[src/sv/csdd_pkg.sv]
// Package for the charlieplexed seven-segment display driver.
// Holds the command codes, segment placement tables and buffer update functions.
// No dependencies.
package csdd_pkg;

   localparam int PIN_COUNT   = 7;
   localparam int DIGIT_COUNT = 4;
   localparam int SEG_COUNT   = 7;
   localparam int GLYPH_COUNT = 19;
   localparam int DOT_COUNT   = 7;
   localparam int GROUP_COUNT = 3;
   localparam int ROW_W       = $clog2(PIN_COUNT);
   localparam int POS_W       = $clog2(DIGIT_COUNT);
   localparam int CODE_W      = 5;
   localparam int DOT_W       = 3;
   localparam int VOL_W       = 7;
   localparam int FUNC_W      = 3;

   localparam logic [CODE_W-1:0] GLYPH_U     = CODE_W'(16);
   localparam logic [CODE_W-1:0] GLYPH_BLANK = CODE_W'(17);
   localparam logic [VOL_W-1:0]  VOL_MAX     = VOL_W'(99);

   typedef enum logic [FUNC_W-1:0] {
      FUNC_GLYPH  = 3'd0,
      FUNC_DOT    = 3'd1,
      FUNC_GROUP  = 3'd2,
      FUNC_SCAN   = 3'd3,
      FUNC_VOLUME = 3'd4
   } func_type;

   typedef logic [PIN_COUNT-1:0] row_type;
   typedef row_type [PIN_COUNT-1:0] seg_buf_type;

   // Placement byte: upper nibble is the buffer row, lower nibble the pin bit.
   localparam logic [7:0] SEG_PLACE [DIGIT_COUNT][SEG_COUNT] = '{
      '{8'h01, 8'h02, 8'h30, 8'h40, 8'h03, 8'h10, 8'h20},
      '{8'h12, 8'h13, 8'h41, 8'h15, 8'h14, 8'h21, 8'h31},
      '{8'h43, 8'h24, 8'h34, 8'h50, 8'h52, 8'h32, 8'h42},
      '{8'h65, 8'h56, 8'h45, 8'h53, 8'h35, 8'h54, 8'h46}
   };

   localparam logic [SEG_COUNT-1:0] GLYPH_BITS [GLYPH_COUNT] = '{
      7'h3F, 7'h06, 7'h5B, 7'h4F, 7'h66, 7'h6D, 7'h7C, 7'h27, 7'h7F, 7'h67,
      7'h77, 7'h7D, 7'h39, 7'h5E, 7'h79, 7'h71, 7'h3E, 7'h00, 7'h40
   };

   localparam logic [7:0] DOT_PLACE [DOT_COUNT] = '{
      8'h05, 8'h25, 8'h51, 8'h04, 8'h23, 8'h62, 8'h64
   };

   localparam logic [7:0] GROUP_PLACE [GROUP_COUNT] = '{8'h06, 8'h16, 8'h36};

   function automatic seg_buf_type put_segment(seg_buf_type b, logic [7:0] place,
                                               logic lit);
      seg_buf_type r;
      r = b;
      if (place[7:4] < 4'(PIN_COUNT) && place[3:0] < 4'(PIN_COUNT)) begin
         r[place[ROW_W-1+4:4]][place[ROW_W-1:0]] = lit;
      end
      return r;
   endfunction

   function automatic seg_buf_type write_glyph(seg_buf_type b, logic [POS_W-1:0] pos,
                                               logic [CODE_W-1:0] code);
      seg_buf_type          r;
      logic [SEG_COUNT-1:0] pattern;
      r       = b;
      pattern = (code < CODE_W'(GLYPH_COUNT)) ? GLYPH_BITS[code] : '0;
      for (int i = 0; i < SEG_COUNT; i++) begin
         r = put_segment(r, SEG_PLACE[pos][i], pattern[i]);
      end
      return r;
   endfunction

   // Tens digit by reciprocal multiply, exact for values up to 99.
   function automatic logic [CODE_W-1:0] vol_tens(logic [VOL_W-1:0] v);
      logic [14:0] prod;
      prod = 15'(v) * 15'd205;
      return CODE_W'(prod >> 11);
   endfunction

   function automatic logic [CODE_W-1:0] vol_ones(logic [VOL_W-1:0] v,
                                                  logic [CODE_W-1:0] tens);
      logic [VOL_W-1:0] t10;
      t10 = VOL_W'(tens) * VOL_W'(10);
      return CODE_W'(v - t10);
   endfunction

endpackage

[src/sv/csdd_req_if.sv]
// Command channel interface of the display driver.
// Depends on csdd_pkg for field widths.
interface csdd_req_if;
   import csdd_pkg::*;

   logic                valid;
   logic                ready;
   logic [FUNC_W-1:0]   func;
   logic [POS_W-1:0]    digit_pos;
   logic [CODE_W-1:0]   glyph_code;
   logic [DOT_W-1:0]    dot_index;
   logic                light_on;
   logic [VOL_W-1:0]    volume_value;

   modport source (output valid, func, digit_pos, glyph_code, dot_index, light_on,
                   volume_value, input ready);
   modport sink (input valid, func, digit_pos, glyph_code, dot_index, light_on,
                 volume_value, output ready);
endinterface

[src/sv/csdd_rsp_if.sv]
// Scan result channel interface of the display driver.
// Depends on csdd_pkg for field widths.
interface csdd_rsp_if;
   import csdd_pkg::*;

   logic                 valid;
   logic                 ready;
   logic [ROW_W-1:0]     active_row;
   logic [PIN_COUNT-1:0] drive_high_mask;
   logic [PIN_COUNT-1:0] drive_low_mask;

   modport source (output valid, active_row, drive_high_mask, drive_low_mask,
                   input ready);
   modport sink (input valid, active_row, drive_high_mask, drive_low_mask,
                 output ready);
endinterface

[src/sv/charlieplex_segment_display_driver.sv]
// Top level of the charlieplexed seven-segment display driver.
// Depends on csdd_pkg, csdd_req_if and csdd_rsp_if.
//
// Usage:
//   req_bus carries commands: glyph write to a digit, dot set/clear, K7 group
//   set/clear, scan tick and volume display. A beat is taken when valid and
//   ready are both high. Only a scan tick produces a beat on rsp_bus: the
//   active row pin, its one-hot high-drive mask and the low-drive mask from the
//   segment buffer row (active pin's own bit cleared). Other pins float.
//   Commands land in an input register, then the execute logic updates the
//   segment buffer and, for a scan tick, loads the result register.
//   A scan tick reaches rsp_bus through the input and then the result register.
//   Throughput: one command per cycle, set by the single execute stage,
//   but a stalled receiver holds the result register; further commands still
//   execute until a scan tick reaches the input register, which then holds
//   the tick and drops req_bus.ready until the result beat is taken.
//   Reset (synchronous, active high) clears the segment buffer, the scan row
//   and both valid flags.
module charlieplex_segment_display_driver (
   input logic       clock,
   input logic       reset,
   csdd_req_if.sink   req_bus,
   csdd_rsp_if.source rsp_bus
);
   import csdd_pkg::*;

   logic                 item_vld_ff;
   logic [FUNC_W-1:0]    func_ff;
   logic [POS_W-1:0]     pos_ff;
   logic [CODE_W-1:0]    code_ff;
   logic [DOT_W-1:0]     dot_ff;
   logic                 on_ff;
   logic [VOL_W-1:0]     vol_ff;

   seg_buf_type          seg_buf_ff;
   seg_buf_type          seg_buf_in;
   logic [ROW_W-1:0]     scan_row_ff;
   logic [ROW_W-1:0]     scan_row_in;

   logic                 rsp_vld_ff;
   logic [ROW_W-1:0]     row_out_ff;
   logic [PIN_COUNT-1:0] high_out_ff;
   logic [PIN_COUNT-1:0] low_out_ff;

   logic                 is_scan;
   logic                 item_go;
   logic                 req_take;
   logic [VOL_W-1:0]     vol_sat;
   logic [CODE_W-1:0]    tens;
   logic [CODE_W-1:0]    ones;
   logic [PIN_COUNT-1:0] high_mask;

   assign is_scan  = (func_type'(func_ff) == FUNC_SCAN);
   assign item_go  = item_vld_ff && (!is_scan || !rsp_vld_ff || rsp_bus.ready);
   assign req_take = req_bus.valid && req_bus.ready;
   assign req_bus.ready = !item_vld_ff || item_go;

   assign vol_sat   = (vol_ff > VOL_MAX) ? VOL_MAX : vol_ff;
   assign tens      = vol_tens(vol_sat);
   assign ones      = vol_ones(vol_sat, tens);
   assign high_mask = PIN_COUNT'(1) << scan_row_ff;

   always_comb begin
      seg_buf_in  = seg_buf_ff;
      scan_row_in = scan_row_ff;
      case (func_type'(func_ff))
         FUNC_GLYPH: begin
            seg_buf_in = write_glyph(seg_buf_ff, pos_ff, code_ff);
         end
         FUNC_DOT: begin
            if (dot_ff < DOT_W'(DOT_COUNT)) begin
               seg_buf_in = put_segment(seg_buf_ff, DOT_PLACE[dot_ff], on_ff);
            end
         end
         FUNC_GROUP: begin
            for (int i = 0; i < GROUP_COUNT; i++) begin
               seg_buf_in = put_segment(seg_buf_in, GROUP_PLACE[i], on_ff);
            end
         end
         FUNC_SCAN: begin
            scan_row_in = (scan_row_ff == ROW_W'(PIN_COUNT - 1)) ? '0
                                                                 : scan_row_ff + 1'b1;
         end
         FUNC_VOLUME: begin
            seg_buf_in = write_glyph(seg_buf_in, POS_W'(0), GLYPH_BLANK);
            seg_buf_in = write_glyph(seg_buf_in, POS_W'(1), GLYPH_U);
            seg_buf_in = write_glyph(seg_buf_in, POS_W'(2), tens);
            seg_buf_in = write_glyph(seg_buf_in, POS_W'(3), ones);
         end
         default: begin
            seg_buf_in = seg_buf_ff;
         end
      endcase
   end

   always_ff @(posedge clock) begin
      if (reset) begin
         item_vld_ff <= 1'b0;
      end else if (req_bus.ready) begin
         item_vld_ff <= req_bus.valid;
      end
      if (req_take) begin
         func_ff <= req_bus.func;
         pos_ff  <= req_bus.digit_pos;
         code_ff <= req_bus.glyph_code;
         dot_ff  <= req_bus.dot_index;
         on_ff   <= req_bus.light_on;
         vol_ff  <= req_bus.volume_value;
      end
   end

   always_ff @(posedge clock) begin
      if (reset) begin
         seg_buf_ff  <= '0;
         scan_row_ff <= '0;
      end else if (item_go) begin
         seg_buf_ff  <= seg_buf_in;
         scan_row_ff <= scan_row_in;
      end
   end

   always_ff @(posedge clock) begin
      if (reset) begin
         rsp_vld_ff <= 1'b0;
      end else if (item_go && is_scan) begin
         rsp_vld_ff <= 1'b1;
      end else if (rsp_bus.ready) begin
         rsp_vld_ff <= 1'b0;
      end
      if (item_go && is_scan) begin
         row_out_ff  <= scan_row_ff;
         high_out_ff <= high_mask;
         low_out_ff  <= seg_buf_ff[scan_row_ff] & ~high_mask;
      end
   end

   assign rsp_bus.valid           = rsp_vld_ff;
   assign rsp_bus.active_row      = row_out_ff;
   assign rsp_bus.drive_high_mask = high_out_ff;
   assign rsp_bus.drive_low_mask  = low_out_ff;

   a_row_range: assert property (@(posedge clock) disable iff (reset)
      scan_row_ff < ROW_W'(PIN_COUNT))
      else $error("scan row out of range");

   a_high_onehot: assert property (@(posedge clock) disable iff (reset)
      rsp_vld_ff |-> $onehot(high_out_ff))
      else $error("high-drive mask not one-hot");

   a_no_short: assert property (@(posedge clock) disable iff (reset)
      rsp_vld_ff |-> ((high_out_ff & low_out_ff) == '0))
      else $error("pin driven high and low");

   a_row_step: assert property (@(posedge clock) disable iff (reset)
      (item_go && is_scan) |=>
         (scan_row_ff == (($past(scan_row_ff) == ROW_W'(PIN_COUNT - 1)) ? '0
                          : $past(scan_row_ff) + 1'b1)))
      else $error("scan row did not advance");

   a_row_out: assert property (@(posedge clock) disable iff (reset)
      (item_go && is_scan) |=> (row_out_ff == $past(scan_row_ff)))
      else $error("reported row mismatch");

endmodule
[src/flat_wrapper.sv]
// flat-port wrapper written by rule: the top's interface ports become plain ports
module charlieplex_segment_display_driver_flat import csdd_pkg::*;
  (clock, reset, req_bus_valid, req_bus_func, req_bus_digit_pos, req_bus_glyph_code, req_bus_dot_index, req_bus_light_on, req_bus_volume_value, req_bus_ready, rsp_bus_valid, rsp_bus_active_row, rsp_bus_drive_high_mask, rsp_bus_drive_low_mask, rsp_bus_ready);
  csdd_req_if req_bus_i ();
  csdd_rsp_if rsp_bus_i ();
  input logic clock;
  input logic reset;
  input wire logic [$bits(req_bus_i.valid)-1:0] req_bus_valid;
  input wire logic [$bits(req_bus_i.func)-1:0] req_bus_func;
  input wire logic [$bits(req_bus_i.digit_pos)-1:0] req_bus_digit_pos;
  input wire logic [$bits(req_bus_i.glyph_code)-1:0] req_bus_glyph_code;
  input wire logic [$bits(req_bus_i.dot_index)-1:0] req_bus_dot_index;
  input wire logic [$bits(req_bus_i.light_on)-1:0] req_bus_light_on;
  input wire logic [$bits(req_bus_i.volume_value)-1:0] req_bus_volume_value;
  output wire logic [$bits(req_bus_i.ready)-1:0] req_bus_ready;
  output wire logic [$bits(rsp_bus_i.valid)-1:0] rsp_bus_valid;
  output wire logic [$bits(rsp_bus_i.active_row)-1:0] rsp_bus_active_row;
  output wire logic [$bits(rsp_bus_i.drive_high_mask)-1:0] rsp_bus_drive_high_mask;
  output wire logic [$bits(rsp_bus_i.drive_low_mask)-1:0] rsp_bus_drive_low_mask;
  input wire logic [$bits(rsp_bus_i.ready)-1:0] rsp_bus_ready;
  assign req_bus_i.valid = req_bus_valid;
  assign req_bus_i.func = req_bus_func;
  assign req_bus_i.digit_pos = req_bus_digit_pos;
  assign req_bus_i.glyph_code = req_bus_glyph_code;
  assign req_bus_i.dot_index = req_bus_dot_index;
  assign req_bus_i.light_on = req_bus_light_on;
  assign req_bus_i.volume_value = req_bus_volume_value;
  assign req_bus_ready = req_bus_i.ready;
  assign rsp_bus_valid = rsp_bus_i.valid;
  assign rsp_bus_active_row = rsp_bus_i.active_row;
  assign rsp_bus_drive_high_mask = rsp_bus_i.drive_high_mask;
  assign rsp_bus_drive_low_mask = rsp_bus_i.drive_low_mask;
  assign rsp_bus_i.ready = rsp_bus_ready;
  charlieplex_segment_display_driver u_core (.clock(clock), .reset(reset), .req_bus(req_bus_i), .rsp_bus(rsp_bus_i));
endmodule
[config.mk]
export PLATFORM = sky130hd
export DESIGN_NAME = charlieplex_segment_display_driver_flat
export DESIGN_NICKNAME = d
export VERILOG_FILES = /design/src/sv/csdd_pkg.sv /design/src/sv/csdd_req_if.sv /design/src/sv/csdd_rsp_if.sv /design/src/sv/charlieplex_segment_display_driver.sv /design/src/flat_wrapper.sv
export SDC_FILE = /design/constraint.sdc
export NUM_CORES = 1
export LEC_CHECK = 0
export BUFFER_PORTS_ARGS = -buffer_cell sky130_fd_sc_hd__buf_2
export CORE_MARGIN = 2
export CORE_UTILIZATION = 35
export CTS_BUF_LIST = sky130_fd_sc_hd__clkbuf_16
export CTS_CLUSTER_DIAMETER = 120
export CTS_CLUSTER_SIZE = 10
export DETAILED_ROUTE_END_ITERATION = 8
export PLACE_DENSITY_LB_ADDON = 0.05
export RECOVER_POWER = 50
export SLEW_MARGIN = 0
export SYNTH_ARGS = -nofsm -noshare
export SYNTH_HDL_FRONTEND = slang
export SYNTH_SLANG_ARGS = --single-unit
[constraint.sdc]
create_clock -name clock -period 11.65 [get_ports clock]
set_input_delay 1.165 -clock clock [delete_from_list [all_inputs] [get_ports clock]]
set_output_delay 1.165 -clock clock [all_outputs]
set_load 0.03 [all_outputs]
# == After elaboration in Yosys (flattened, before gate mapping) ==
# Memory sizes are Yosys's and may differ from the RTL's.
# Index checks and enable logic that the tools add are counted.
# totals
reg_bits,92
romBits,736
in_bits,25
output_inout_bits,19
n_memories,4
# op_classes
n_addsub,2
multipliers,2
n_lt_le_gt_ge,59
eq_ne,7
n_shift,1
mux,76
n_bitwise,9
reduce_logical,42
# mem_list
name,words,width,rd,rd_clocked_by_memory_dff,wr,line,rtl
(no name shown),32,7,1,0,0,csdd_pkg.sv:68,pattern = (code < CODE_W'(GLYPH_COUNT)) ? GLYPH_BITS[code] : '0;
(no name shown),32,7,1,0,0,csdd_pkg.sv:68,
(no name shown),32,7,1,0,0,csdd_pkg.sv:68,
(no name shown),8,8,1,0,0,charlieplex_segment_display_driver.sv:72,"seg_buf_in = put_segment(seg_buf_ff, DOT_PLACE[dot_ff], on_ff);"
# op_table
op,count
49-bit 2-to-1 mux,15
49-bit bitwise mux,8
49-bit one-hot mux with 4 select lines,1
7-bit demux with 3-bit select,8
7-bit 2-to-1 mux,19
56-bit binary-select mux with 2-bit select,1
56-bit 2-to-1 mux,2
3-bit by 4-bit < comparator with 1-bit output (second input constant),17
4-bit by 3-bit < comparator with 1-bit output (second input constant),16
3-bit by 1-bit >= comparator with 1-bit output (second input constant),16
1-bit logical AND,27
1-bit demux with 3-bit select,8
7-bit binary-select mux with 3-bit select,1
6-bit >= comparator (second input constant),3
8-bit 2-to-1 mux,2
7-bit by 8-bit multiplier with 15-bit output (second input constant),1
5-bit inverter with 6-bit output,2
5-bit < comparator (second input constant),2
1-bit 2-to-1 mux,10
5-bit AND reduction,2
7-bit bitwise AND,1
7-bit greater-than comparator (second input constant),1
7-bit inverter,1
1-bit by 3-bit left shift with 7-bit output (first input constant),1
other kinds (23),33

# == Depth between registers and ports, before layout ==
# Gate-level depths: netlist of the first run.
# logic_depth
ltp_word,31
mapped_depth,30
mapped_depth_nobuf,29

# == Worst setup path after synthesis of the first run ==
# Ideal clock, no wire load.
# synth_path
path_type,reg-to-reg
start,register u_core.vol_ff[5]
end,register u_core.seg_buf_ff[47] in the netlist's numbering
setup_ns,0.074
arrival_time_ns,6.235
t_required_ns,11.576
path_slack_ns,5.341
stages_incl_launch_ff,28
path_buffers,1
period_less_slack_ns,6.309
path_cell_list,edfxtp_1 > nand2_1 > and2_1 > ha_1 > inv_1 > fa_1 > inv_1 > ha_1 > inv_1 > fa_1 > inv_1 > ha_1 > nand4_1 > nor3_2 > o31a_1 > or3_1 > xor2_1 > ha_1 > inv_1 > ha_1 > or3_1 > a211oi_1 > nor3_2 > clkbuf_1 > a21oi_1 > a21oi_1 > or3_1 > a31oi_1
# synth_via
elab_chain_len,11
elab_cells_between_ends,12
cone_classes,1 x add/sub; 2 x mul; 2 x order compare; 5 x mux; 1 x bitwise; 1 x memory
# synth_rtl
item,line,rtl
"start, declared",charlieplex_segment_display_driver.sv:33,logic [VOL_W-1:0] vol_ff;
"start signal, assigned",charlieplex_segment_display_driver.sv:108,vol_ff <= req_bus.volume_value;
7-bit greater-than comparator,charlieplex_segment_display_driver.sv:58,assign vol_sat = (vol_ff > VOL_MAX) ? VOL_MAX : vol_ff;
7-bit 2-to-1 mux *,charlieplex_segment_display_driver.sv:58,
7-bit by 8-bit multiplier with 15-bit output,csdd_pkg.sv:78,prod = 15'(v) * 15'd205;
4-bit by 3-bit multiplier with 4-bit output,csdd_pkg.sv:85,t10 = VOL_W'(tens) * VOL_W'(10);
5-bit subtractor *,csdd_pkg.sv:86,return CODE_W'(v - t10);
5-bit inverter with 6-bit output (not written as such),csdd_pkg.sv:68,
memory read 32 x 7 bit,n/a,
7-bit 2-to-1 mux (not written as such) (2 in a row),csdd_pkg.sv:68,
7-bit 2-to-1 mux *,csdd_pkg.sv:68,
49-bit one-hot mux with 4 select lines *,charlieplex_segment_display_driver.sv:66,case (func_type'(func_ff))
"end signal, assigned",charlieplex_segment_display_driver.sv:117,seg_buf_ff <= seg_buf_in;
"end, declared",charlieplex_segment_display_driver.sv:35,seg_buf_type seg_buf_ff;
# Every way passes the cells marked *; elsewhere a longest branch is shown, timed or not. The select of a mux whose other input is x is not followed.
# A chain may end at the register's enable or synchronous reset.

# == Worst setup path in the final report of the first run ==
# layout_path
start,register u_core.vol_ff[5]
end,register u_core.seg_buf_ff[26] in the netlist's numbering
# Same word-level chain as after synthesis.

==> summary.txt, run 1 <==
Outcome
  – Failing checks: capacitance limit, slew limit
  – Outcome: complete, but fails checks

Logic synthesis
  – EDFF count, synth: 38
  – Synth Warn #: 0
  – Synth top area cells: edfxtp_1, dfxtp_1, ha_1
  – Synth Net Count: 1,225
  – Commonest cells post-synth: nand2_1, nor2_1, clkbuf_1
  – Synthesized area: 0.00859 mm2
  – Post-Synthesis Cells: 1,131
  – Seq cells post-synth: 86
  – Post-synth cell types: 75
  – Sequential area share after synthesis: 24.5%
  – Avg Inst Size Synth: 7.60 um2
  – Most common cell in the netlist: nand2_1
  – Top FF cell, synth: dfxtp_1
  – Area share of the largest cell type after synthesis: 13.3%
  – Async S/R FF share, synth: 0%
  – Biggest area consumer among synthesized cells: edfxtp_1

Global route
  – Vias in the first global route: 8,213
  – Gr ovfl total: 0
  – Largest net degree at the start of global routing: 49
  – First-pass GRT wire length: 52.2 mm
  – Initial antenna violation count: 0
  – Total track usage: 26.5%

CTS
  – TritonCTS Buffers: 9
  – CTS tree: built
  – Clk sinks: 86
  – CTS Root Cell: clkbuf_16
  – Clock Pin Slew Worst Setup and Hold Paths: 0.07 ns
  – Post-CTS Hold Fix Bufs: 0
  – # resized after CTS: 0
  – Insertion delay to the later sink of the worst-skew pair: 0.36 ns
  – Postcts setup bufs: 0
  – H-tree levels: 3
  – Clock Tree Buf Depth: 2

Worst setup path
  – Worst EP required: 11.89 ns
  – Critical path depth in cells: 27
  – CP arrival: 7.49 ns
  – Critical path startpoint category: flip-flop
  – Reg-to-reg endpoint: u_core.seg_buf_ff[26]$_SDFFE_PP0P_
  – Crit-path slowest cell: nor3_2
  – CP endpoint: u_core.seg_buf_ff[26]$_SDFFE_PP0P_
  – Crit path buffers/inverters: 5
  – Crit Path Class: reg -> reg
  – Cells on worst reg2reg path: 27
  – Reg2Reg Setup Slack: 4.40 ns
  – Critical path fanouts, max: 13
  – Top cell family by delay on the critical path: adder cells
  – CP Launch Point: u_core.vol_ff[5]$_DFFE_PP_
  – Setup crit end kind: flip-flop
  – Delay of the slowest cell on the worst path: 0.64 ns
  – RR Startpoint: u_core.vol_ff[5]$_DFFE_PP_

Min path
  – Class of the worst hold path: reg -> reg

STA
  – Slew HR: -74.0%
  – Final-report hold violation count: 0
  – RSZ-0062 raised after global routing: false
  – Setup violators final: 0
  – Fmax: 138 MHz
  – Clock skew: 0.00964 ns
  – Period minus WS final: 7.25 ns
  – Sum Neg Setup Slack: 0 ns
  – Slew Limit Fails: 49
  – Worst slew pin tran: 2.61 ns
  – Tcrit/Tclk final: 62.2%
  – Final WS setup: 4.40 ns

Floorplan
  – Io pins: 44
  – CORE AREA: 0.0242 mm2
  – DIE HEIGHT: 161 um
  – Chip Width: 161 um
  – Starting Density: 35.4%
  – Rows: 57
  – Die area: 0.0258 mm2

Routing
  – Residual DRC: 0
  – 1st-pass router iterations: 6
  – Via Count: 9,014
  – Vias per inst: 6.20
  – Routed WL per cell: 23.8 um
  – Initial DRC count: 979
  – Post-route ant nets: 0
  – Detailed Route WL: 34.6 mm

Place
  – GP Congestion: 0.943
  – DP Wirelength: 24.3 mm
  – Dpl ws: 4.47 ns
  – Buffers on Ports: 43
  – Placed insts: 1,437

Layout
  – Final Net Count: 1,218
  – Fill count: 2,599
  – Post-Layout Cell Count: 1,453
  – P&R area growth vs syn: 9.19%
  – Share of cells above drive strength 1: 9.30%
  – Number of diodes: 0

Power
  – Power density cells: 136 mW/mm2
  – Peak supply drop: 0.0000739 V
  – Static Leak: 3.49 nW

Flow run
  – Max cap viols: 1
placed cells by master, fill, tap and decap left out, types with 10 or more instances in the layout:
cell,Yosys,layout
a221oi_1,12,12
dfxtp_1,48,48
nand2b_1,10,10
buf_2,3,28
a31oi_1,30,29
o211ai_1,14,14
and2_1,22,19
nor2b_1,15,15
a211oi_1,21,21
nand2_1,133,133
clkbuf_1,86,19
a311oi_1,12,12
o31ai_1,13,12
a21oi_1,82,82
ha_1,61,61
a22oi_1,17,17
inv_1,47,48
mux2i_1,36,36
edfxtp_1,38,38
nor2_1,101,100
nand3_1,42,42
nor3_1,30,29
o21ai_0,83,83
buf_4,0,26
or2_2,10,10
through the flow:
step | util, % | hold WS [ns] | cell area (um2) | total power (W)
6_report | 38.7 | 0.463 | 9380 | 0.00127
5_1_grt | 38.7 | 0.476 | 9380 | 0.00135
4_1_cts | 38.8 | 0.468 | 9420 | 0.00127
3_5_place_dp | 37.6 | 0.452 | 9120 | 0.000957
3_3_place_gp | 37.6 | 0.453 | 9120 | 0.000960
2_1_floorplan | - | 0.429 | 8590 | 0.000806
layout make-up:
type                    instances  area, um2  share of cell area [%]
multi-input cells             906       5990                    63.9
flip-flops and latches         86       2100                    22.4
repair buffers                 73        407                    4.33
well taps                     324        405                    4.32
clock buffers                   9        225                    2.40
inverters                      48        180                    1.92
clock inverters                 7       72.6                   0.773
cells by family (layout without fill, tap and decap cells):
| kind of cell | count (synthesis) | count (layout) | share of synthesized area (%) |
|---|---|---|---|
| simple gates | 414 | 414 | 22.8 |
| compound gates | 368 | 368 | 28.6 |
| buf+inv | 139 | 137 | 6.11 |
| flops | 86 | 86 | 24.5 |
| fa+ha+maj | 69 | 69 | 10.7 |
| mux | 45 | 45 | 5.90 |
| xor+xnor | 10 | 10 | 1.43 |
worst min path at each step:
stage / from / to / slack (ns) / cells past startpoint
after global routing: u_core.scan_row_ff[1]$_SDFFE_PP0P_ / u_core.rsp_bus.active_row[1]$_DFFE_PP_ / 0.48 / 0
after detailed placement: u_core.scan_row_ff[1]$_SDFFE_PP0P_ / u_core.rsp_bus.active_row[1]$_DFFE_PP_ / 0.45 / 0
after CTS: u_core.scan_row_ff[1]$_SDFFE_PP0P_ / u_core.rsp_bus.active_row[1]$_DFFE_PP_ / 0.47 / 0
final: u_core.scan_row_ff[1]$_SDFFE_PP0P_ / u_core.rsp_bus.active_row[1]$_DFFE_PP_ / 0.46 / 0
after floorplan: u_core.scan_row_ff[0]$_SDFFE_PP0P_ / u_core.rsp_bus.active_row[0]$_DFFE_PP_ / 0.43 / 0
after global placement: u_core.scan_row_ff[1]$_SDFFE_PP0P_ / u_core.rsp_bus.active_row[1]$_DFFE_PP_ / 0.45 / 0
power breakdown:
group          switching [W]  total, W  internal (W)
Clock               0.000140  0.000307      0.000167
Sequential         0.0000140  0.000338      0.000324
Combinational       0.000391  0.000627      0.000235
registers in the layout (all words and copies together) (netlist names):
| name | cells |
|---|---|
| u_core.vol_ff | 7 |
| u_core.rsp_bus.drive_low_mask | 7 |
| u_core.on_ff | 1 |
| u_core.item_vld_ff | 1 |
| u_core.scan_row_ff | 3 |
| u_core.rsp_bus.active_row | 3 |
| u_core.rsp_bus.drive_high_mask | 7 |
| u_core.dot_ff | 3 |
| u_core.pos_ff | 2 |
| u_core.code_ff | 5 |
| u_core.rsp_bus.valid | 1 |
| u_core.seg_buf_ff | 43 |
| u_core.func_ff | 3 |
metal layers:
layer	GRT usage, %	part of all wire [%]	wire [um]
met1	37.3	44	15200
met2	38.5	42	14400
met3	6.97	10	3580
met4	10.4	3.9	1340
met5	1.52	0.14	50
Power figures use the tool's default switching activity.
==> run 2, diff against run 1 <==
==> constraint.sdc (replaced) <==
create_clock -name clock -period 6.9 [get_ports clock]
set_input_delay 0.69 -clock clock [delete_from_list [all_inputs] [get_ports clock]]
set_output_delay 0.69 -clock clock [all_outputs]
set_load 0.03 [all_outputs]
==> run 2 against run 1 <==
Effect of this change: the flow now finishes without violations; global-route usage up 0.54 points; clock skew up 0.0041 ns; sequential share of layout area down 0.21 points; clock power up 61%; sequential power up 69%; utilization up 0.37 points; via count up 0.52%; power up 72%; count of clock-buffer cells in the layout unchanged; design area up 0.95%; first-iteration DRC count up 4.2%.
==> summary.txt, run 2 (synthesis gave the netlist of run 1 again) <==
Outcome
  – Outcome: finished clean

Floorplan
  – CORE AREA: 0.0242 mm2 (unchanged)
  – Starting Density: 35.4% (unchanged)
  – Die area: 0.0258 mm2 (unchanged)
  – Chip Width: 161 um (unchanged)
  – Rows: 57 (unchanged)
  – DIE HEIGHT: 161 um (unchanged)
  – Io pins: 44 (unchanged)

Routing
  – Via Count: 9,061 (+0.52%)
  – Detailed Route WL: 35.4 mm (+2.3%)
  – Vias per inst: 6.20 (about the same)
  – Residual DRC: 0 (unchanged)
  – 1st-pass router iterations: 9 (+3)
  – Routed WL per cell: 24.2 um (+1.8%)
  – Post-route ant nets: 0 (unchanged)
  – Initial DRC count: 1,020 (+4.2%)

Worst setup path
  – Crit Path Class: reg -> reg
  – Reg2Reg Setup Slack: 0.41 ns (-4.00 ns)
  – Critical path startpoint category: flip-flop
  – Critical path fanouts, max: 8 (-5)
  – Worst EP required: 7.14 ns (-4.75 ns)
  – Cells on worst reg2reg path: 29 (+7.4%)
  – CP arrival: 6.74 ns (-0.75 ns)
  – Cell mode on critical path: inv_1
  – Delay of the slowest cell on the worst path: 0.53 ns (-0.11 ns)
  – Reg-to-reg endpoint: u_core.seg_buf_ff[26]$_SDFFE_PP0P_
  – Crit-path slowest cell: fa_1
  – RR Startpoint: u_core.vol_ff[5]$_DFFE_PP_
  – Setup crit end kind: flip-flop

Power
  – Peak supply drop: 0.000126 V (+71%)
  – Power density cells: 231 mW/mm2 (+71%)
  – Static Leak: 3.52 nW (+0.84%)

STA
  – Final-report hold violation count: 0 (unchanged)
  – Sum Neg Setup Slack: 0 ns (unchanged)
  – Slew HR: 12.5% (+87 points)
  – Final WS setup: 0.406 ns (-4.00 ns)
  – Worst slew pin tran: 1.31 ns (-1.30 ns)
  – Clock skew: 0.0137 ns (+0.00406 ns)
  – Slew Limit Fails: 0 (-100%)
  – Setup violators final: 0 (unchanged)
  – RSZ-0062 raised after global routing: false
  – Period minus WS final: 6.49 ns (-0.754 ns)
  – Tcrit/Tclk final: 94.1% (+32 points)
  – Hold slack: 0.472 ns (+0.00895 ns)
  – Fmax: 154 MHz (+12%)

Layout
  – Most flops, register: u_core.seg_buf_ff
  – Share of cells above drive strength 1: 10.9% (+1.6 points)
  – Most frequent cells in the layout: nand2_1, nor2_1, a21oi_1, o21ai_0, ha_1
  – Register area: 0.00210 mm2 (unchanged)
  – Fill count: 2,574 (-0.96%)
  – Largest register FFs: 43 (unchanged)
  – Number of diodes: 0 (unchanged)
  – Final Net Count: 1,226 (+0.66%)
  – Post-Layout Cell Count: 1,461 (+0.55%)
  – Final core occ: 39.1% (+0.37 points)
  – Footprint of the multi-input gates: 0.00603 mm2 (+0.65%)
  – Commonest non-fill, non-tap cell in the layout: nand2_1
  – P&R area growth vs syn: 10.2%

Place
  – Placed insts: 1,442 (+0.35%)
  – Buffers on Ports: 43 (unchanged)
  – GP Congestion: 0.985 (+4.4%)
  – Dpl ws: 0.164 ns (-4.31 ns)
  – DP Wirelength: 25.0 mm (+2.7%)

Global route
  – Initial antenna violation count: 1 (+1)
  – Largest net degree at the start of global routing: 49 (unchanged)
  – Total track usage: 27.1% (+0.54 points)
  – First-pass GRT wire length: 53.4 mm (+2.4%)
  – Vias in the first global route: 8,427 (+2.6%)
  – Gr ovfl total: 0 (unchanged)

Min path
  – Worst min-delay path endpoint: u_core.rsp_bus.active_row[1]$_DFFE_PP_
  – Worst Hold Path Cells: 0 (unchanged)
  – Class of the worst hold path: reg -> reg
  – Hold Startpoint: u_core.scan_row_ff[1]$_SDFFE_PP0P_

CTS
  – Clock Pin Slew Worst Setup and Hold Paths: 0.07 ns (about the same)
  – Clk sinks: 86 (unchanged)
  – H-tree levels: 3 (unchanged)
  – Insertion delay to the later sink of the worst-skew pair: 0.36 ns (about the same)
  – Clock Tree Buf Depth: 2 (unchanged)
  – CTS tree: built
  – Post-CTS Hold Fix Bufs: 0 (unchanged)
  – CTS Root Cell: clkbuf_16
  – TritonCTS Buffers: 9 (unchanged)

Flow run
  – Max cap viols: 0 (-1)
-- run 2: cell count changes in the layout (fill, tap and decap cells not counted), moves of 2 or more --
cell and delta:
buf_4 +11, and2_1 -3, buf_2 -3, inv_1 -3, inv_2 +3, and2_0 +2, ha_1 -2, ha_2 +2
o21ai_2 +2
-- run 2: timing repair --
item / CTS / global route
endpoints found under the hold margin: 0 / 0
setup buffers: 0 / 3
endpoints found under the setup margin: 0 / 7
gates resized for setup: 0 / 12
-- run 2: area by class of cell --
class | instances | area share (%)
Multi-Input combinational cell | 906 | 63.7
Clock buffer | 9 | 2.38
Clock inverter | 7 | 0.581
Inverter | 48 | 1.90
Sequential cell | 86 | 22.2
Tap cell | 324 | 4.28
Timing Repair Buffer | 81 | 5.01
-- run 2: per-stage QoR --
stage          instance area [um2]  power, W
6_report                      9470   0.00219
5_1_grt                       9470   0.00234
4_1_cts                       9440   0.00214
3_5_place_dp                  9160   0.00164
3_3_place_gp                  9160   0.00165
2_1_floorplan                 8590   0.00136
-- run 2: worst max path at each step --
| stage | endpoint | slack, ns | depth (start not counted) | start |
|---|---|---|---|---|
| after floorplan | u_core.seg_buf_ff[47]$_SDFFE_PP0P_ | 0.59 | 27 | u_core.vol_ff[5]$_DFFE_PP_ |
| after global routing | u_core.seg_buf_ff[26]$_SDFFE_PP0P_ | 0.02 | 29 | u_core.vol_ff[5]$_DFFE_PP_ |
| after global placement | u_core.seg_buf_ff[26]$_SDFFE_PP0P_ | 0.26 | 29 | u_core.vol_ff[5]$_DFFE_PP_ |
| after CTS | u_core.seg_buf_ff[34]$_SDFFE_PP0P_ | 0.12 | 29 | u_core.vol_ff[6]$_DFFE_PP_ |
| final | u_core.seg_buf_ff[26]$_SDFFE_PP0P_ | 0.41 | 29 | u_core.vol_ff[5]$_DFFE_PP_ |
| after detailed placement | u_core.seg_buf_ff[34]$_SDFFE_PP0P_ | 0.16 | 29 | u_core.vol_ff[6]$_DFFE_PP_ |
-- run 2: layer usage --
layer,track usage (%),part of all wire (%)
met1,39.0,44
met2,40.2,43
met3,4.83,9.7
met4,10.4,4.0
met5,0,0
-- run 2: report_power, final --
group | total [W] | internal [W] | switching, W
Clock | 0.000494 | 0.000249 | 0.000245
Sequential | 0.000571 | 0.000548 | 0.0000234
Combinational | 0.00113 | 0.000442 | 0.000685
Total | 0.00219 | 0.00124 | 0.000953
-- run 2: critical path, delay by kind of cell (launching register included) --
kind	cells	cell delay [ns]
compound gates	6	1.23
flops	1	0.34
simple gates	8	1.47
buf+inv	6	0.30
mux	2	0.51
fa+ha+maj	7	2.52
==> run 3, diff against run 2 <==
--- a/config.mk
+++ b/config.mk
@@ -14,6 +14,7 @@
 export DETAILED_ROUTE_END_ITERATION = 8
 export PLACE_DENSITY_LB_ADDON = 0.05
 export RECOVER_POWER = 50
+export SETUP_SLACK_MARGIN = 0.5
 export SLEW_MARGIN = 0
 export SYNTH_ARGS = -nofsm -noshare
 export SYNTH_HDL_FRONTEND = slang
==> run 3 against run 2 <==
Effect of this change: via count is 1.3% higher; critical path depth fell by 1; wire length rose by 0.69%; count of clock-buffer cells in the layout did not move; setup slack improved by 0.30 ns; hold slack is essentially flat; sequential share of layout area shrank 0.63 points; flip-flop and latch count unchanged; sequential power barely moved; die area did not move; critical path type unchanged; largest cell class unchanged.
==> summary.txt, run 3 (synthesis gave the netlist of run 1 again) <==
Power
  – Pwr Total: 0.00235 W (+7.1%)
  – Internal: 0.00134 W (+8.3%)
  – Combinational Power Share: 54.6% (+3.2 points)
  – Sw Share: 42.9% (-0.62 points)
  – Sequential share of power: 24.4% (-1.7 points)
  – Power density cells: 241 mW/mm2 (+4.0%)
  – Sw Pwr: 0.00101 W (+5.5%)
  – Peak supply drop: 0.000165 V (+31%)
  – Static Leak: 3.59 nW (+2.1%)
  – Clock power share: 21.0% (-1.5 points)

Layout
  – Final Net Count: 1,237 (+0.90%)
  – Commonest non-fill, non-tap cell in the layout: nand2_1
  – Fill count: 2,557 (-0.66%)
  – Post-Layout Cell Count: 1,472 (+0.75%)
  – P&R area growth vs syn: 13.5%
  – Final core occ: 40.2% (+1.1 points)
  – Most frequent cells in the layout: nand2_1, nor2_1, a21oi_1, o21ai_0, ha_1
  – Number of diodes: 0 (unchanged)
  – Largest register FFs: 43 (unchanged)
  – Share of cells above drive strength 1: 14.1% (+3.2 points)
  – Most flops, register: u_core.seg_buf_ff

Global route
  – Vias in the first global route: 8,442 (+0.18%)
  – Initial antenna violation count: 1 (unchanged)
  – Gr ovfl total: 0 (unchanged)
  – Largest net degree at the start of global routing: 49 (unchanged)
  – First-pass GRT wire length: 53.5 mm (+0.16%)
  – Total track usage: 27.1% (+0.040 points)

Worst setup path
  – Crit-path slowest cell: fa_1
  – RR Startpoint: u_core.vol_ff[5]$_DFFE_PP_
  – Setup crit end kind: flip-flop
  – Cells on worst reg2reg path: 28 (-3.4%)
  – Critical path startpoint category: flip-flop
  – Cell mode on critical path: inv_4
  – Critical path fanouts, max: 7 (-1)
  – Reg-to-reg endpoint: u_core.seg_buf_ff[26]$_SDFFE_PP0P_
  – Delay of the slowest cell on the worst path: 0.50 ns (-0.03 ns)
  – Worst EP required: 7.15 ns (about the same)
  – CP arrival: 6.44 ns (-0.30 ns)
  – Crit Path Class: reg -> reg
  – Reg2Reg Setup Slack: 0.71 ns (+0.30 ns)

Place
  – DP Wirelength: 25.0 mm (unchanged)
  – Buffers on Ports: 43 (unchanged)
  – Dpl ws: 0.164 ns (unchanged)
  – GP Congestion: 0.985 (unchanged)
  – Placed insts: 1,442 (unchanged)

Routing
  – Met3 WL: 3.29 mm (-3.8%)
  – Routed WL per cell: 24.2 um (about the same)
  – Vias per inst: 6.23 (+0.50%)
  – Initial DRC count: 1,111 (+8.9%)
  – Via Count: 9,175 (+1.3%)
  – Post-route ant nets: 0 (unchanged)
  – 1st-pass router iterations: 6 (-3)
  – Met1 wire length: 15.6 mm (+1.4%)
  – Detailed Route WL: 35.6 mm (+0.69%)
  – Residual DRC: 0 (unchanged)
  – Met2 Routed Length: 15.2 mm (+0.32%)
  – Top Layer Used: met4

CTS
  – CTS Root Cell: clkbuf_16
  – Insertion delay to the later sink of the worst-skew pair: 0.36 ns (about the same)
  – TritonCTS Buffers: 9 (unchanged)
  – Post-CTS Hold Fix Bufs: 0 (unchanged)
  – Clock Pin Slew Worst Setup and Hold Paths: 0.07 ns (about the same)
  – Clock Tree Buf Depth: 2 (unchanged)
  – CTS tree: built
  – H-tree levels: 3 (unchanged)
  – Clk sinks: 86 (unchanged)

STA
  – Slew HR: 12.3% (-0.19 points)
  – Final WS setup: 0.708 ns (+0.302 ns)
  – Period minus WS final: 6.19 ns (-0.302 ns)
  – Worst slew pin tran: 1.32 ns (+0.00281 ns)
  – Fmax: 161 MHz (+4.9%)
  – Final-report hold violation count: 0 (unchanged)
  – RSZ-0062 raised after global routing: false
  – Tcrit/Tclk final: 89.7% (-4.4 points)
  – Slew Limit Fails: 0 (unchanged)
  – Sum Neg Setup Slack: 0 ns (unchanged)
  – Clock skew: 0.0146 ns (+0.000851 ns)
  – Setup violators final: 0 (unchanged)

Min path
  – Worst Hold Path Cells: 0 (unchanged)
  – Class of the worst hold path: reg -> reg
  – Hold Startpoint: u_core.scan_row_ff[1]$_SDFFE_PP0P_
  – Worst min-delay path endpoint: u_core.rsp_bus.active_row[1]$_DFFE_PP_

Floorplan
  – DIE HEIGHT: 161 um (unchanged)
  – Starting Density: 35.4% (unchanged)
  – Rows: 57 (unchanged)
  – CORE AREA: 0.0242 mm2 (unchanged)
  – Die area: 0.0258 mm2 (unchanged)
  – Io pins: 44 (unchanged)
  – Chip Width: 161 um (unchanged)

Outcome
  – Outcome: finished clean

Flow run
  – Max cap viols: 0 (unchanged)
==> run 3: changes by cell type in the layout (fill, tap and decap cells not counted), moves of 3 or more <==
cell	before	now
buf_4	37	45
ha_1	59	52
ha_4	0	7
inv_1	45	41
buf_6	0	3
inv_4	0	3
==> run 3: worst max-delay path by stage <==
stage                                from                                  to  slack (ns)  cells after the start
4_1_cts        u_core.vol_ff[4]$_DFFE_PP_  u_core.seg_buf_ff[26]$_SDFFE_PP0P_        0.52                     27
5_1_grt        u_core.vol_ff[6]$_DFFE_PP_  u_core.seg_buf_ff[26]$_SDFFE_PP0P_        0.45                     28
3_3_place_gp   u_core.vol_ff[5]$_DFFE_PP_  u_core.seg_buf_ff[26]$_SDFFE_PP0P_        0.26                     29
2_1_floorplan  u_core.vol_ff[5]$_DFFE_PP_  u_core.seg_buf_ff[47]$_SDFFE_PP0P_        0.59                     27
6_report       u_core.vol_ff[5]$_DFFE_PP_  u_core.seg_buf_ff[26]$_SDFFE_PP0P_        0.71                     28
3_5_place_dp   u_core.vol_ff[6]$_DFFE_PP_  u_core.seg_buf_ff[34]$_SDFFE_PP0P_        0.16                     29
==> run 3: worst max-delay path: cells and delay by family (launching register included) <==
kind	cells	cell delay, ns
fa+ha+maj	7	2.21
compound gates	6	1.38
simple gates	7	1.18
mux	2	0.50
flops	1	0.42
buf+inv	6	0.39
==> run 3: what timing repair did <==
item / CTS / global route
setup endpoints to repair: 7 / 7
pin swaps: 4 / 21
buffers inserted: 2 / 12
gates resized for setup: 14 / 38
==> run 3: power by group through the flow <==
stage	combinational (W)	sequential [W]	clock (W)
finish	0.00128	0.000571	0.000493
global route	0.00140	0.000574	0.000523
CTS	0.00112	0.000570	0.000507
detailed placement	0.00106	0.000582	0
global placement	0.00107	0.000582	0
floorplan	0.000789	0.000572	0
==> run 3: area by class of cell <==
type	instances	area (um2)	share of cell area, %
inverters	48	188	1.92
multi-input cells	906	6210	63.7
flip-flops and latches	86	2100	21.6
well taps	324	405	4.16
clock inverters	7	55.1	0.565
repair buffers	92	568	5.83
clock buffers	9	225	2.31
==> run 3: per-stage QoR <==
step / area (um2) / hold WS [ns]
2_1_floorplan: 8590 / 0.429
3_3_place_gp: 9160 / 0.450
3_5_place_dp: 9160 / 0.456
4_1_cts: 9510 / 0.471
5_1_grt: 9750 / 0.492
6_report: 9750 / 0.472
==> run 3: per-layer routing <==
| metal | vias to the layer above | track usage, % |
|---|---|---|
| met1 | 4369 | 39.0 |
| li1 | 4204 | - |
| met4 | 0 | 10.4 |
| met2 | 502 | 40.4 |
| met5 | - | 0 |
| met3 | 100 | 4.83 |
